===== src/hw/rtl/akrt_pkg.sv =====
// shared types and constants of the analog key rapid trigger
// no dependencies; used by all akrt modules and the top level
package akrt_pkg;

   // field widths
   localparam int SAMPLE_W = 10;
   localparam int TIME_W   = 16;
   localparam int DIST_W   = 10;
   localparam int TRK_W    = 14;

   // stream and register port widths
   localparam int REQ_DATA_W = 32;
   localparam int RSP_DATA_W = 16;
   localparam int CSR_IDX_W  = 2;
   localparam int CSR_DATA_W = 16;

   // register indexes
   localparam logic [CSR_IDX_W-1:0] CSR_PRESS_DIST    = 2'd0;
   localparam logic [CSR_IDX_W-1:0] CSR_RELEASE_DIST  = 2'd1;
   localparam logic [CSR_IDX_W-1:0] CSR_TRACK_START   = 2'd2;
   localparam logic [CSR_IDX_W-1:0] CSR_ACTUATE_START = 2'd3;

   // reset values
   localparam logic [DIST_W-1:0] PRESS_DIST_RESET    = 10'd50;
   localparam logic [DIST_W-1:0] RELEASE_DIST_RESET  = 10'd50;
   localparam logic [TIME_W-1:0] TRACK_START_RESET   = 16'd500;
   localparam logic [TIME_W-1:0] ACTUATE_START_RESET = 16'd1000;
   localparam logic [TRK_W-1:0]  MIN_RESET           = 14'd9999;

   typedef struct packed {
      logic [DIST_W-1:0] press_dist;
      logic [DIST_W-1:0] release_dist;
      logic [TIME_W-1:0] track_start;
      logic [TIME_W-1:0] actuate_start;
   } cfg_type;

   typedef struct packed {
      logic                key;
      logic [SAMPLE_W-1:0] sample;
      logic [TIME_W-1:0]   time_ms;
   } req_type;

   // request as held in the input register, with the ring slot status
   typedef struct packed {
      req_type item;
      logic    old_valid;
   } stage_type;

   typedef struct packed {
      logic                key;
      logic                pressed;
      logic                changed;
      logic [SAMPLE_W-1:0] average;
   } rsp_type;

endpackage


===== src/hw/rtl/akrt_ring.sv =====
// input register and per-key sample ring memory with write pointers
// depends on akrt_pkg
module akrt_ring #(
   parameter int KEYS        = 2,
   parameter int WINDOW_LOG2 = 4
) (
   input  logic                             clock,
   input  logic                             reset,
   input  logic                             accept,
   input  akrt_pkg::req_type                req,
   output akrt_pkg::stage_type              stage,
   output logic [akrt_pkg::SAMPLE_W-1:0]    old_sample
);

   localparam int KEY_W  = (KEYS > 1) ? $clog2(KEYS) : 1;
   localparam int DEPTH  = KEYS * (1 << WINDOW_LOG2);
   localparam int ADDR_W = (DEPTH > 1) ? $clog2(DEPTH) : 1;

   logic [akrt_pkg::SAMPLE_W-1:0] sample_ring_ff [DEPTH];
   logic [akrt_pkg::SAMPLE_W-1:0] rd_ff;
   logic [WINDOW_LOG2-1:0]        pos_ff [KEYS];
   logic [KEYS-1:0]               filled_ff;
   akrt_pkg::stage_type           stage_ff;

   logic [KEY_W-1:0]       key_sel;
   logic                   key_ok;
   logic [WINDOW_LOG2-1:0] pos_cur;
   logic [WINDOW_LOG2-1:0] pos_in;
   logic [ADDR_W-1:0]      addr;

   // slot lookup for the incoming request
   always_comb begin
      key_sel = KEY_W'(req.key);
      key_ok  = (int'(req.key) < KEYS);
      pos_cur = pos_ff[key_sel];
      pos_in  = pos_cur + 1'b1;
      addr    = ADDR_W'({key_sel, pos_cur});
   end

   // write pointers and fill flags; a slot is read as zero until its key wraps once
   always_ff @(posedge clock) begin
      if (reset) begin
         for (int k = 0; k < KEYS; k++) begin
            pos_ff[k] <= '0;
         end
         filled_ff <= '0;
      end else if (accept && key_ok) begin
         pos_ff[key_sel] <= pos_in;
         if (pos_cur == '1) begin
            filled_ff[key_sel] <= 1'b1;
         end
      end
   end

   // read-first ring memory and input register
   always_ff @(posedge clock) begin
      if (accept) begin
         stage_ff.item      <= req;
         stage_ff.old_valid <= filled_ff[key_sel];
         rd_ff              <= sample_ring_ff[addr];
         if (key_ok) begin
            sample_ring_ff[addr] <= req.sample;
         end
      end
   end

   assign stage      = stage_ff;
   assign old_sample = rd_ff;

endmodule


===== src/hw/rtl/akrt_track.sv =====
// per-key running sum, min/max tracking, press/release decision, result register
// depends on akrt_pkg
module akrt_track #(
   parameter int KEYS        = 2,
   parameter int WINDOW_LOG2 = 4
) (
   input  logic                          clock,
   input  logic                          reset,
   input  logic                          advance,
   input  akrt_pkg::stage_type           stage,
   input  logic [akrt_pkg::SAMPLE_W-1:0] old_sample,
   input  akrt_pkg::cfg_type             cfg,
   output akrt_pkg::rsp_type             rsp
);

   localparam int KEY_W = (KEYS > 1) ? $clog2(KEYS) : 1;
   localparam int SUM_W = akrt_pkg::SAMPLE_W + WINDOW_LOG2;
   localparam int CMP_W = akrt_pkg::TRK_W + 1;
   localparam int REL_W = akrt_pkg::SAMPLE_W + 1;

   logic [SUM_W-1:0]              sum_ff [KEYS];
   logic [akrt_pkg::TRK_W-1:0]    min_ff [KEYS];
   logic [akrt_pkg::SAMPLE_W-1:0] max_ff [KEYS];
   logic [KEYS-1:0]               down_ff;
   akrt_pkg::rsp_type             rsp_ff;

   logic [KEY_W-1:0]              key_sel;
   logic                          key_ok;
   logic [akrt_pkg::SAMPLE_W-1:0] smp;
   logic [akrt_pkg::SAMPLE_W-1:0] old;
   logic [SUM_W-1:0]              sum_in;
   logic [akrt_pkg::SAMPLE_W-1:0] avg;
   logic                          track_on;
   logic                          act_on;
   logic [akrt_pkg::TRK_W-1:0]    min_t;
   logic [akrt_pkg::SAMPLE_W-1:0] max_t;
   logic                          press_hit;
   logic [akrt_pkg::SAMPLE_W-1:0] max_p;
   logic                          rel_hit;
   logic                          was_down;
   logic [akrt_pkg::TRK_W-1:0]    min_in;
   logic [akrt_pkg::SAMPLE_W-1:0] max_in;
   logic                          down_in;
   akrt_pkg::rsp_type             rsp_in;

   // running sum and average
   always_comb begin
      key_sel = KEY_W'(stage.item.key);
      key_ok  = (int'(stage.item.key) < KEYS);
      smp     = stage.item.sample;
      old     = stage.old_valid ? old_sample : '0;
      sum_in  = sum_ff[key_sel] + SUM_W'(smp) - SUM_W'(old);
      avg     = sum_in[SUM_W-1:WINDOW_LOG2];
   end

   // min/max follow the average, then press and release tests on the raw sample
   always_comb begin
      track_on  = (stage.item.time_ms >= cfg.track_start);
      act_on    = track_on && (stage.item.time_ms >= cfg.actuate_start);
      was_down  = down_ff[key_sel];
      min_t     = (akrt_pkg::TRK_W'(avg) < min_ff[key_sel]) ?
                  akrt_pkg::TRK_W'(avg) : min_ff[key_sel];
      max_t     = (avg > max_ff[key_sel]) ? avg : max_ff[key_sel];
      press_hit = (CMP_W'(smp) >= CMP_W'(min_t) + CMP_W'(cfg.press_dist));
      max_p     = press_hit ? smp : max_t;
      rel_hit   = (REL_W'(max_p) >= REL_W'(smp) + REL_W'(cfg.release_dist));

      min_in  = min_ff[key_sel];
      max_in  = max_ff[key_sel];
      down_in = was_down;
      if (track_on) begin
         min_in = min_t;
         max_in = max_t;
         if (act_on) begin
            if (press_hit) begin
               down_in = 1'b1;
               max_in  = smp;
            end
            if (rel_hit) begin
               down_in = 1'b0;
               min_in  = akrt_pkg::TRK_W'(smp);
            end
         end
      end
   end

   // result; an unknown key reports zeros
   always_comb begin
      rsp_in.key = stage.item.key;
      if (key_ok) begin
         rsp_in.pressed = down_in;
         rsp_in.changed = down_in ^ was_down;
         rsp_in.average = avg;
      end else begin
         rsp_in.pressed = 1'b0;
         rsp_in.changed = 1'b0;
         rsp_in.average = '0;
      end
   end

   // per-key state
   always_ff @(posedge clock) begin
      if (reset) begin
         for (int k = 0; k < KEYS; k++) begin
            sum_ff[k] <= '0;
            min_ff[k] <= akrt_pkg::MIN_RESET;
            max_ff[k] <= '0;
         end
         down_ff <= '0;
      end else if (advance && key_ok) begin
         sum_ff[key_sel]  <= sum_in;
         min_ff[key_sel]  <= min_in;
         max_ff[key_sel]  <= max_in;
         down_ff[key_sel] <= down_in;
      end
   end

   // result register
   always_ff @(posedge clock) begin
      if (advance) begin
         rsp_ff <= rsp_in;
      end
   end

   assign rsp = rsp_ff;

endmodule


===== src/hw/rtl/analog_key_rapid_trigger.sv =====
// Analog key rapid trigger: moving average, min/max tracking, press/release per key.
// Path from request accept to response valid: input register with the ring memory
// read, then the result register. Throughput: one request per cycle while the
// response side is not stalled, set by the single read-first port of the sample ring memory.
// Reset (synchronous): clears handshake state, per-key sums, max, key state and ring
// pointers, sets min to MIN_RESET, loads register defaults; ring contents read as zero until filled.
module analog_key_rapid_trigger #(
   parameter int KEYS        = 2,
   parameter int WINDOW_LOG2 = 4
) (
   input  logic                              clock,
   input  logic                              reset,
   // request stream
   input  logic                              req_tvalid,
   output logic                              req_tready,
   input  logic [akrt_pkg::REQ_DATA_W-1:0]   req_tdata,   // sample[9:0], time_ms[25:10], zero pad
   input  logic                              req_tuser,   // key_index[0]
   // response stream
   output logic                              rsp_tvalid,
   input  logic                              rsp_tready,
   output logic [akrt_pkg::RSP_DATA_W-1:0]   rsp_tdata,   // pressed[0], changed[1], average[11:2], zero pad
   output logic                              rsp_tuser,   // out_key[0]
   // register writes
   input  logic                              csr_we,
   input  logic [akrt_pkg::CSR_IDX_W-1:0]    csr_index,
   input  logic [akrt_pkg::CSR_DATA_W-1:0]   csr_wdata
);

   akrt_pkg::cfg_type   cfg_ff;
   logic                s1_valid_ff;
   logic                rsp_valid_ff;
   logic                s1_valid_in;
   logic                rsp_valid_in;

   logic                rsp_free;
   logic                advance;
   logic                accept;
   akrt_pkg::req_type   req;
   akrt_pkg::stage_type stage;
   akrt_pkg::rsp_type   rsp;
   logic [akrt_pkg::SAMPLE_W-1:0] old_sample;

   // register writes
   always_ff @(posedge clock) begin
      if (reset) begin
         cfg_ff.press_dist    <= akrt_pkg::PRESS_DIST_RESET;
         cfg_ff.release_dist  <= akrt_pkg::RELEASE_DIST_RESET;
         cfg_ff.track_start   <= akrt_pkg::TRACK_START_RESET;
         cfg_ff.actuate_start <= akrt_pkg::ACTUATE_START_RESET;
      end else if (csr_we) begin
         unique case (csr_index)
            akrt_pkg::CSR_PRESS_DIST: begin
               cfg_ff.press_dist <= csr_wdata[akrt_pkg::DIST_W-1:0];
            end
            akrt_pkg::CSR_RELEASE_DIST: begin
               cfg_ff.release_dist <= csr_wdata[akrt_pkg::DIST_W-1:0];
            end
            akrt_pkg::CSR_TRACK_START: begin
               cfg_ff.track_start <= csr_wdata[akrt_pkg::TIME_W-1:0];
            end
            akrt_pkg::CSR_ACTUATE_START: begin
               cfg_ff.actuate_start <= csr_wdata[akrt_pkg::TIME_W-1:0];
            end
         endcase
      end
   end

   // handshake: the result register frees the input register, which frees the request side
   always_comb begin
      rsp_free     = !rsp_valid_ff || rsp_tready;
      advance      = s1_valid_ff && rsp_free;
      req_tready   = !s1_valid_ff || rsp_free;
      accept       = req_tvalid && req_tready;
      s1_valid_in  = accept ? 1'b1 : (advance ? 1'b0 : s1_valid_ff);
      rsp_valid_in = advance ? 1'b1 : (rsp_tready ? 1'b0 : rsp_valid_ff);
   end

   always_ff @(posedge clock) begin
      if (reset) begin
         s1_valid_ff  <= 1'b0;
         rsp_valid_ff <= 1'b0;
      end else begin
         s1_valid_ff  <= s1_valid_in;
         rsp_valid_ff <= rsp_valid_in;
      end
   end

   // request unpack
   always_comb begin
      req.key     = req_tuser;
      req.sample  = req_tdata[akrt_pkg::SAMPLE_W-1:0];
      req.time_ms = req_tdata[akrt_pkg::SAMPLE_W +: akrt_pkg::TIME_W];
   end

   akrt_ring #(
      .KEYS        (KEYS),
      .WINDOW_LOG2 (WINDOW_LOG2)
   ) u_ring (
      .clock      (clock),
      .reset      (reset),
      .accept     (accept),
      .req        (req),
      .stage      (stage),
      .old_sample (old_sample)
   );

   akrt_track #(
      .KEYS        (KEYS),
      .WINDOW_LOG2 (WINDOW_LOG2)
   ) u_track (
      .clock      (clock),
      .reset      (reset),
      .advance    (advance),
      .stage      (stage),
      .old_sample (old_sample),
      .cfg        (cfg_ff),
      .rsp        (rsp)
   );

   // response pack
   assign rsp_tvalid = rsp_valid_ff;
   assign rsp_tuser  = rsp.key;
   assign rsp_tdata  = {
      (akrt_pkg::RSP_DATA_W - akrt_pkg::SAMPLE_W - 2)'(0),
      rsp.average, rsp.changed, rsp.pressed
   };

endmodule


===== config.mk =====
export PLATFORM = sky130hd
export DESIGN_NAME = analog_key_rapid_trigger
export DESIGN_NICKNAME = d
export VERILOG_FILES = /design/src/hw/rtl/akrt_pkg.sv /design/src/hw/rtl/akrt_ring.sv /design/src/hw/rtl/akrt_track.sv /design/src/hw/rtl/analog_key_rapid_trigger.sv
export SDC_FILE = /design/constraint.sdc
export NUM_CORES = 1
export LEC_CHECK = 0
export ABC_AREA = 1
export BUFFER_PORTS_ARGS = -buffer_cell sky130_fd_sc_hd__buf_2
export CAP_MARGIN = 40
export CORE_AREA = 2 2 210 212
export CTS_CLUSTER_SIZE = 25
export DETAILED_ROUTE_END_ITERATION = 6
export DIE_AREA = 0 0 212 214
export PLACE_DENSITY_LB_ADDON = 0.3
export SLEW_MARGIN = 20
export SYNTH_ARGS = -nofsm -noshare
export SYNTH_HDL_FRONTEND = slang
export SYNTH_SLANG_ARGS = --single-unit

===== constraint.sdc =====
create_clock -name clock -period 9.5 [get_ports clock]
set_input_delay 1.9 -clock clock [delete_from_list [all_inputs] [get_ports clock]]
set_output_delay 1.9 -clock clock [all_outputs]
set_load 0.01 [all_outputs]

# --- Yosys cells after proc, flatten, opt, wreduce, memory -nomap -nowiden ---
# Memory sizes are Yosys's and may differ from the RTL's. A register that Yosys moved wholly into a read port is not among the register bits.
# Index checks and enable logic that the tools add are counted.
totals:
  n_memories: 5
  word_cells: 113
  regBits: 99
  out_inout_bits: 19
  ramBits: 404
mem_list:
  columns: ["memory", "words", "width", "rd", "rd_clocked_by_memory_dff", "wr", "line_no", "source"]
  rows:
  - ["u_ring.sample_ring_ff", 32, 10, 1, 1, 1, "akrt_ring.sv:19", "logic [akrt_pkg::SAMPLE_W-1:0] sample_ring_ff [DEPTH];"]
  - ["u_track.min_ff", 2, 14, 1, 1, 2, "akrt_track.sv:22", "logic [akrt_pkg::TRK_W-1:0] min_ff [KEYS];"]
  - ["u_track.sum_ff", 2, 14, 1, 1, 2, "akrt_track.sv:21", "logic [SUM_W-1:0] sum_ff [KEYS];"]
  - ["u_track.max_ff", 2, 10, 1, 1, 2, "akrt_track.sv:23", "logic [akrt_pkg::SAMPLE_W-1:0] max_ff [KEYS];"]
  - ["u_ring.pos_ff", 2, 4, 1, 0, 2, "akrt_ring.sv:21", "logic [WINDOW_LOG2-1:0] pos_ff [KEYS];"]
op_classes:
  muxes: 50
  bitwise_logic: 2
  n_reduce_logical: 21
  eq_ne: 4
  add_sub_neg: 5
  n_lt_le_gt_ge: 10
op_table:
  columns: ["operator", "count"]
  rows:
  - ["$mux W14", 6]
  - ["$mux W10", 6]
  - ["$mux W1", 34]
  - ["$ge A16 B16 Y1", 2]
  - ["$reduce_or A14 Y1", 2]
  - ["$add A14 B10 Y15", 1]
  - ["$ge A10 B15 Y1", 1]
  - ["$add A14 B10 Y14", 1]
  - ["$lt A10 B14 Y1", 1]
  - ["$sub A14 B10 Y14", 1]
  - ["$add A10 B10 Y11", 1]
  - ["$ge A10 B11 Y1", 1]
  - ["$gt A10 B10 Y1", 1]
  - ["$reduce_and A2 Y1", 5]
  - ["$reduce_or A10 Y1", 1]
  - ["$logic_and A1 B1 Y1", 5]
  - ["$add A4 B1 Y4 const B", 1]
  - ["$eq A2 B2 Y1 const B", 2]
  - ["$eq A4 B4 Y1 const B", 1]
  - ["$lt A1 B2 Y1 const B", 2]
  - ["$mux W4", 1]
  - ["$reduce_bool A2 Y1", 2]
  - ["$reduce_or A4 Y1", 1]
  - ["$bwmux W2", 1]
  - ["other kinds (8)", 12]

# --- Longest topological paths before layout ---
# Gate-level depths: netlist (run 1).
logic_depth:
  ltp_word: 12
  depth_mapped: 62
  depth_no_buf: 58

# --- Hierarchy ---
# A second synthesis (run 1) with hierarchy kept.
hier_totals:
  hier_cells: 2654
  hier_area_um2: 25643.3
modules_own_cells:
  columns: ["mod", "area_per_inst_um2", "instances", "cells_each"]
  rows:
  - ["akrt_ring", 15488.6, 1, 1378]
  - ["akrt_track", 7887.6, 1, 956]
  - ["analog_key_rapid_trigger", 2267.2, 1, 320]

# --- Worst setup path after synthesis (run 1) ---
# OpenSTA, ideal clock, no wires.
synth_timing:
  path_kind: "reg-to-reg"
  startpoint: "register with a tool-made name"
  endpoint: "memory u_track.min_ff[1][8] in the netlist's numbering (data pin)"
  setup_time_ps: 265
  slack_ps: 666
  t_arrival_ps: 8570
  path_stages_with_launch: 57
  required_time_ps: 9235
  path_buffers: 8
  cell_sequence: "dfxtp_1 > buf_6 > buf_2 > clkbuf_1 > buf_2 > mux2i_1 > fa_1 > inv_1 > ha_1 > nand2_1 > inv_1 > a21oi_2 > nand3_2 > a21oi_1 > o21bai_1 > xor2_1 > inv_1 > ha_1 > [... 21 more ...] > buf_2 > clkbuf_1 > a31oi_1 > ha_1 > inv_1 > nor3_1 > nand2_1 > nand4_1 > nand2_1 > o21ai_0 > nor2_1 > o21ai_0 > nand3_1 > inv_1 > buf_2 > a21oi_1 > o21ai_1 > nand3_1"
synth_rtl:
  columns: ["element", "line_no"]
  rows:
  - ["end, declared", "akrt_track.sv:22"]

==> results of run 1 <==
-- final cells by class --
cell class / count / area, um2
Fill cell: 3311 / 16000
Sequential cell: 514 / 14800
Multi-Input combinational cell: 1379 / 8030
Clock buffer: 59 / 1310
Timing Repair Buffer: 150 / 993
Tap cell: 585 / 732
Inverter: 164 / 623
Clock inverter: 31 / 342
-- sequential cells by signal, indices dropped and copies added (netlist names), named ones only --
register               flops
u_ring.stage              28
u_ring.pos_ff              8
u_ring.old_sample         10
s1_valid_ff                1
u_track.max_ff            20
u_track.rsp               13
u_track.min_ff            28
rsp_tvalid                 1
u_ring.sample_ring_ff    320
cfg_ff                    52
u_track.sum_ff            28
u_ring.filled_ff           2
u_track.down_ff            2
-- worst register-to-register path: cells and delay by family, from the launching register on --
kind	cells	cell delay (ns)
adder cells (fa/ha/maj)	7	2.39
flip-flops	1	0.38
multiplexers	1	0.13
buffers and inverters	5	0.77
AND/OR/NAND/NOR	23	2.58
AO/OA/AOI/OAI	14	1.89
XOR/XNOR	2	0.40
-- cells in the final DEF (no fill, tap or decap), types with 58 or more instances in the layout --
master,count
edfxtp_1,455
nor2_1,318
o21ai_0,232
nand2_1,227
inv_1,148
a21oi_1,119
ha_1,107
nand3_1,85
buf_4,81
buf_2,65
dfxtp_1,58
-- power groups by stage --
stage          sequential (mW)  combinational, mW  clock [mW]
4_1_cts                   2.58               1.72        2.01
2_1_floorplan             2.62               1.21           0
6_report                  2.58               1.79        1.97
3_3_place_gp              2.62               1.66           0
3_5_place_dp              2.63               1.71           0
5_1_grt                   2.58               2.00        2.09
-- worst max path at each step --
| stage | from | end | slack [ns] | cells past startpoint |
|---|---|---|---|---|
| floorplan | flip-flop | u_track.min_ff[1][8] | 0.67 | 56 |
| global placement | flip-flop | u_track.min_ff[1][0] | 0.39 | 49 |
| detailed placement | flip-flop | u_track.min_ff[0][0] | 0.21 | 49 |
| CTS | flip-flop | u_track.min_ff[0][0] | 0.23 | 49 |
| global route | flip-flop | u_track.min_ff[0][8] | -0.1 | 53 |
| finish | flip-flop | u_track.min_ff[0][8] | 0.74 | 52 |
-- metal layers --
metal,up-vias,global-route usage [%]
li1,7892,-
met1,8103,33.3
met2,657,43.0
met3,112,3.43
met4,2,9.60
met5,-,0
-- what timing repair did --
action | 4_1_cts | 5_1_grt
setup endpoints to repair | 0 | 24
gates resized for setup | 0 | 18
setup buffers | 0 | 12
-- cells by family after synthesis --
logic type / Yosys count / share of synthesized area (%)
other: 1 / 0.0157
AND/OR/NAND/NOR: 678 / 11.7
buffers and inverters: 262 / 4.43
adder cells (fa/ha/maj): 121 / 6.73
XOR/XNOR: 28 / 1.03
multiplexers: 32 / 1.38
flip-flops: 514 / 62.3
AO/OA/AOI/OAI: 516 / 12.4
==> flow_metrics.tcl, run 1 <==
set metrics [dict create \
    clkPwrFrac_pct 31.1 \
    crit_fanout 15 \
    die_h_um 214 \
    root_buffer "clkbuf_16" \
    cts_sinks 514 \
    pin_count 75 \
    dp_slack_ns 0.209 \
    grt_use_total_pct 25.4 \
    syn_area_per_cell_um2 11.1 \
    ir_drop_uv 172 \
    hold_viol 0 \
    cts_tree "yes" \
    p_total_mw 6.34 \
    maxSlewHeadroom_pct 44.1 \
    synth_edf_count 455 \
    synth_area_leader_cell "edfxtp_1" \
    synthArstFlopShare_pct 0 \
    core_area_mm2 0.0429 \
    rows 76 \
    leakage_nw 10.3 \
    top_layer_used "met5" \
    path_clk_slew_ns 0.06 \
    worstReg2RegEnd "u_track.min_ff[0][8]" \
    startpoint_type "flip-flop" \
    p_switching_mw 2.04 \
    setup_slack_ns 0.737 \
    n_antenna_cell 0 \
    place_area_mm2 0.0250 \
    combPwrFrac_pct 28.2 \
    cp-end-kind "flip-flop" \
    reg2reg_depth 52 \
    nets 2436 \
    holdPathStages 2 \
    final_util_pct 62.7 \
    insertion_delay_ns 0.62 \
    syn_inst 2152 \
    clk_path_buf_depth 3 \
    finalSetupViolations 0 \
    synth_top_area_share_pct 57.3 \
    postRouteWirelength_um 57800 \
    grt_pass1_vias 16400 \
    start_util_pct 55.6 \
    status "completed" \
    whs_ns 0.465 \
    fin_tns_setup_ns 0 \
    min_path_type "flip-flop to flip-flop" \
    portBuffers 64 \
    synth_commonest_cells "edfxtp_1, nor2_1, o21ai_0" \
    crit_slowest_cell "fa_1" \
    timing.fmax_mhz 114 \
    dp.cells 2778 \
    grt_max_degree 84 \
    fin_area_mm2 0.0269 \
    ant_nets 0 \
    period_needed_ns 8.76 \
    vias 16800 \
    die_area_mm2 0.0454 \
    wire_per_inst_um 20.0 \
    grt_pass1_wl_um 88800 \
    dp_hpwl_um 37000 \
    layout-drive-gt1-share_pct 12.3 \
    hp-start "cfg_ff[13]" \
    drtPass1Iterations 5 \
    wirelength_met1_um 23400 \
    drcViolationCount 0 \
    synth.most_common_cell "edfxtp_1" \
    syn_area_mm2 0.0238 \
    synth_ff_type "edfxtp_1" \
    p_int_mw 4.30 \
    arrival_ns 9.10 \
    yosysSeqAreaShare_pct 62.3 \
    ys_types 55 \
    crit_family "simple AND/OR/NAND/NOR gates" \
    seqPwrFrac_pct 40.6 \
    cts_hold_buf 0 \
    antenna_found_initial 1 \
    die_x_um 212 \
    wl_met2_um 28500 \
    stdcell_count 2882 \
    crit_top_cell "nand2_1" \
    cts_max_level 2 \
    cts_buffers 50 \
    rrSetupSlack_ns 0.74 \
    viasPerCell 5.82 \
    worst-path-buf-inv 5 \
    synth_area_leaders "edfxtp_1, ha_1, nor2_1" \
    slowest_delay_ns 0.51 \
    wl_met3_um 4070 \
    hold_end "cfg_ff[13]" \
    grt-ovfl-total 0 \
    p_sw_share_pct 32.1 \
    cap_violations 0 \
    finalCritPeriodShare_pct 92.2 \
    path_class "flip-flop to flip-flop" \
    yosys_register_bits 514 \
    area_delta_synth_final_pct 12.7 \
    synth_warnings 0 \
    worst_pin_slew_ns 0.833 \
    drv_slew 0 \
    globalplace.congestion 0.879 \
    p_per_area_mw_per_mm2 236 \
    required_ns 9.83 \
    drtIter0Drc 1537 \
    fin_worst_skew_ns 0.0281 \
]
No activity file was read; power rests on OpenSTA's default activity.
==> run 2, diff against run 1 <==
--- a/config.mk
+++ b/config.mk
@@ -8,10 +8,10 @@
 export ABC_AREA = 1
 export BUFFER_PORTS_ARGS = -buffer_cell sky130_fd_sc_hd__buf_2
 export CAP_MARGIN = 40
-export CORE_AREA = 2 2 210 212
+export CORE_AREA = 2 2 203 205
 export CTS_CLUSTER_SIZE = 25
 export DETAILED_ROUTE_END_ITERATION = 6
-export DIE_AREA = 0 0 212 214
+export DIE_AREA = 0 0 205 207
 export PLACE_DENSITY_LB_ADDON = 0.3
 export SLEW_MARGIN = 20
 export SYNTH_ARGS = -nofsm -noshare
==> constraint.sdc (replaced) <==
create_clock -name clock -period 10.8 [get_ports clock]
set_input_delay 0.54 -clock clock [delete_from_list [all_inputs] [get_ports clock]]
set_output_delay 0.54 -clock clock [all_outputs]
set_load 0.01 [all_outputs]
==> run 2 against run 1 <==
Final cell count decreased by 2.5%. Routed wire length fell by 1.4%. Die area fell by 6.5%. First-iteration DRC count is 20% higher. Sequential power decreased by 12%. Largest cell class unchanged.
==> flow_metrics.tcl, run 2 (synthesized netlist as in run 1, its figures left out) <==
set metrics [dict create \
    cts_buffers 51 \
    pin_count 75 \
    wire_per_inst_um 20.3 \
    postCtsSetupBuffers 0 \
    layout-drive-gt1-share_pct 10.7 \
    antenna_found_initial 0 \
    drtIter0Drc 1851 \
    hold_viol 0 \
    core_area_mm2 0.0404 \
    status "completed" \
    vias 16800 \
    p_switching_mw 1.76 \
    period_needed_ns 9.56 \
    worst_pin_slew_ns 0.840 \
    grt_max_degree 84 \
    cts_max_level 2 \
    n_antenna_cell 0 \
    final_common_cell "edfxtp_1" \
    area_delta_synth_final_pct 11.1 \
    worst-path-buf-inv 7 \
    rsz0062_at_grt "no" \
    p_total_mw 5.45 \
    path_clk_slew_ns 0.06 \
    timing.fmax_mhz 105 \
    min_path_type "input pin to flip-flop" \
    worst-path-stages 53 \
    grt_pass1_wl_um 88600 \
    finalCritPeriodShare_pct 88.5 \
    clkPwrFrac_pct 30.8 \
    grt-ovfl-total 0 \
    insertion_delay_ns 0.61 \
    hp-start "req_tdata[25]" \
    leakage_nw 10.2 \
    place_area_mm2 0.0248 \
    portBuffers 64 \
    rrSetupSlack_ns 1.24 \
    crit_slowest_cell "dfxtp_2" \
    root_buffer "clkbuf_16" \
    p_int_mw 3.69 \
    finalSetupViolations 0 \
    crit_fanout 20 \
    grt_pass1_vias 16600 \
    nets 2412 \
    slowest_delay_ns 0.59 \
    cp-end-kind "flip-flop" \
    top_register "u_ring.sample_ring_ff" \
    cts_hold_buf 0 \
    die_area_mm2 0.0424 \
    fin_worst_skew_ns 0.0216 \
    cap_violations 0 \
    fin_tns_setup_ns 0 \
    globalplace.congestion 0.898 \
    drtPass1Iterations 5 \
    reg2reg_depth 53 \
    start_util_pct 59.0 \
    worstReg2RegEnd "u_track.min_ff[0][8]" \
    seqPwrFrac_pct 41.6 \
    postRouteWirelength_um 57000 \
    cts_tree "yes" \
    crit_top_cell "nand2_1" \
    whs_ns 0.112 \
    crit_end "u_track.min_ff[0][8]" \
    combPwrFrac_pct 27.6 \
    ant_nets 0 \
    rows 74 \
    largest_reg_flops 320 \
    drcViolationCount 0 \
    die_x_um 205 \
    cts_sinks 514 \
    die_h_um 207 \
    reg_top3 "u_ring.sample_ring_ff: 320 flops, cfg_ff: 52 flops" \
    p_sw_share_pct 32.3 \
    drv_slew 0 \
    viasPerCell 5.97 \
    arrival_ns 9.89 \
    path_class "flip-flop to flip-flop" \
    fin_area_mm2 0.0265 \
    crit_family "simple AND/OR/NAND/NOR gates" \
    startpoint_type "flip-flop" \
    p_per_area_mw_per_mm2 206 \
    required_ns 11.13 \
    maxSlewHeadroom_pct 43.6 \
    clk_path_buf_depth 3 \
    final_cell_mix "edfxtp_1, nor2_1, o21ai_0" \
    dp_hpwl_um 36400 \
    grt_use_total_pct 27.0 \
    ir_drop_uv 163 \
]
run 2: cell count changes in the layout (fill, tap and decap cells not counted), moves of 3 or more:
cell	previous run	this run
clkinv_2	5	8
bufinv_16	5	0
clkinv_4	3	0
clkbuf_16	50	53
inv_1	148	151
buf_4	81	58
inv_2	10	7
clkbuf_1	7	13
run 2: layout make-up:
type	count	area, um2
fillers	3000	13900
repair buffers	125	801
multi-input cells	1379	7960
clock inverters	25	163
flip-flops and latches	514	14800
inverters	164	621
clock buffers	70	1430
well taps	532	666
run 2: power groups by stage:
stage	clock (mW)	sequential, mW	combinational [mW]
floorplan	0	2.31	1.07
global placement	0	2.31	1.41
detailed placement	0	2.31	1.47
CTS	1.70	2.27	1.48
global route	1.78	2.27	1.69
finish	1.68	2.27	1.50
run 2: worst min path at each step:
stage | to | slack [ns] | depth (start not counted)
after global routing | u_ring.stage[8] | 0.08 | 1
final | u_ring.stage[16] | 0.11 | 1
after CTS | u_ring.stage[16] | 0.07 | 1
after floorplan | u_ring.filled_ff[1] | 0.43 | 2
after global placement | u_ring.filled_ff[1] | 0.45 | 2
after detailed placement | u_ring.filled_ff[1] | 0.45 | 2
run 2: what timing repair did:
item                                    in CTS  in global routing
endpoints found under the setup margin       0                  1
hold endpoints to repair                     0                  0
gates resized for setup                      0                  1
run 2: worst register-to-register path: cells and delay by family, from the launching register on:
family	cells	cell delay, ns
flops	1	0.59
fa+ha+maj	6	1.97
xor+xnor	2	0.33
buf+inv	7	1.24
compound gates	16	2.42
simple gates	21	2.51
mux	1	0.25
run 2: per-stage QoR:
step / utilization, % / instances / setup slack, ns
floorplan: - / 2155 / 1.97
global placement: 60.9 / 2674 / 1.37
detailed placement: 61.5 / 2709 / 1.19
CTS: 65.5 / 2804 / 1.13
global route: 65.6 / 2809 / 0.207
finish: 65.6 / 2809 / 1.24
run 2: per-layer routing:
metal / share of wire [%] / wire, um / global-route usage [%] / vias up
met4: 3.9 / 2210 / 10.6 / 0
met3: 8.1 / 4600 / 5.10 / 154
met2: 48 / 27600 / 44.9 / 720
met5: 0 / 0 / 0 / -
met1: 40 / 22500 / 35.1 / 8062
li1: - / - / - / 7844
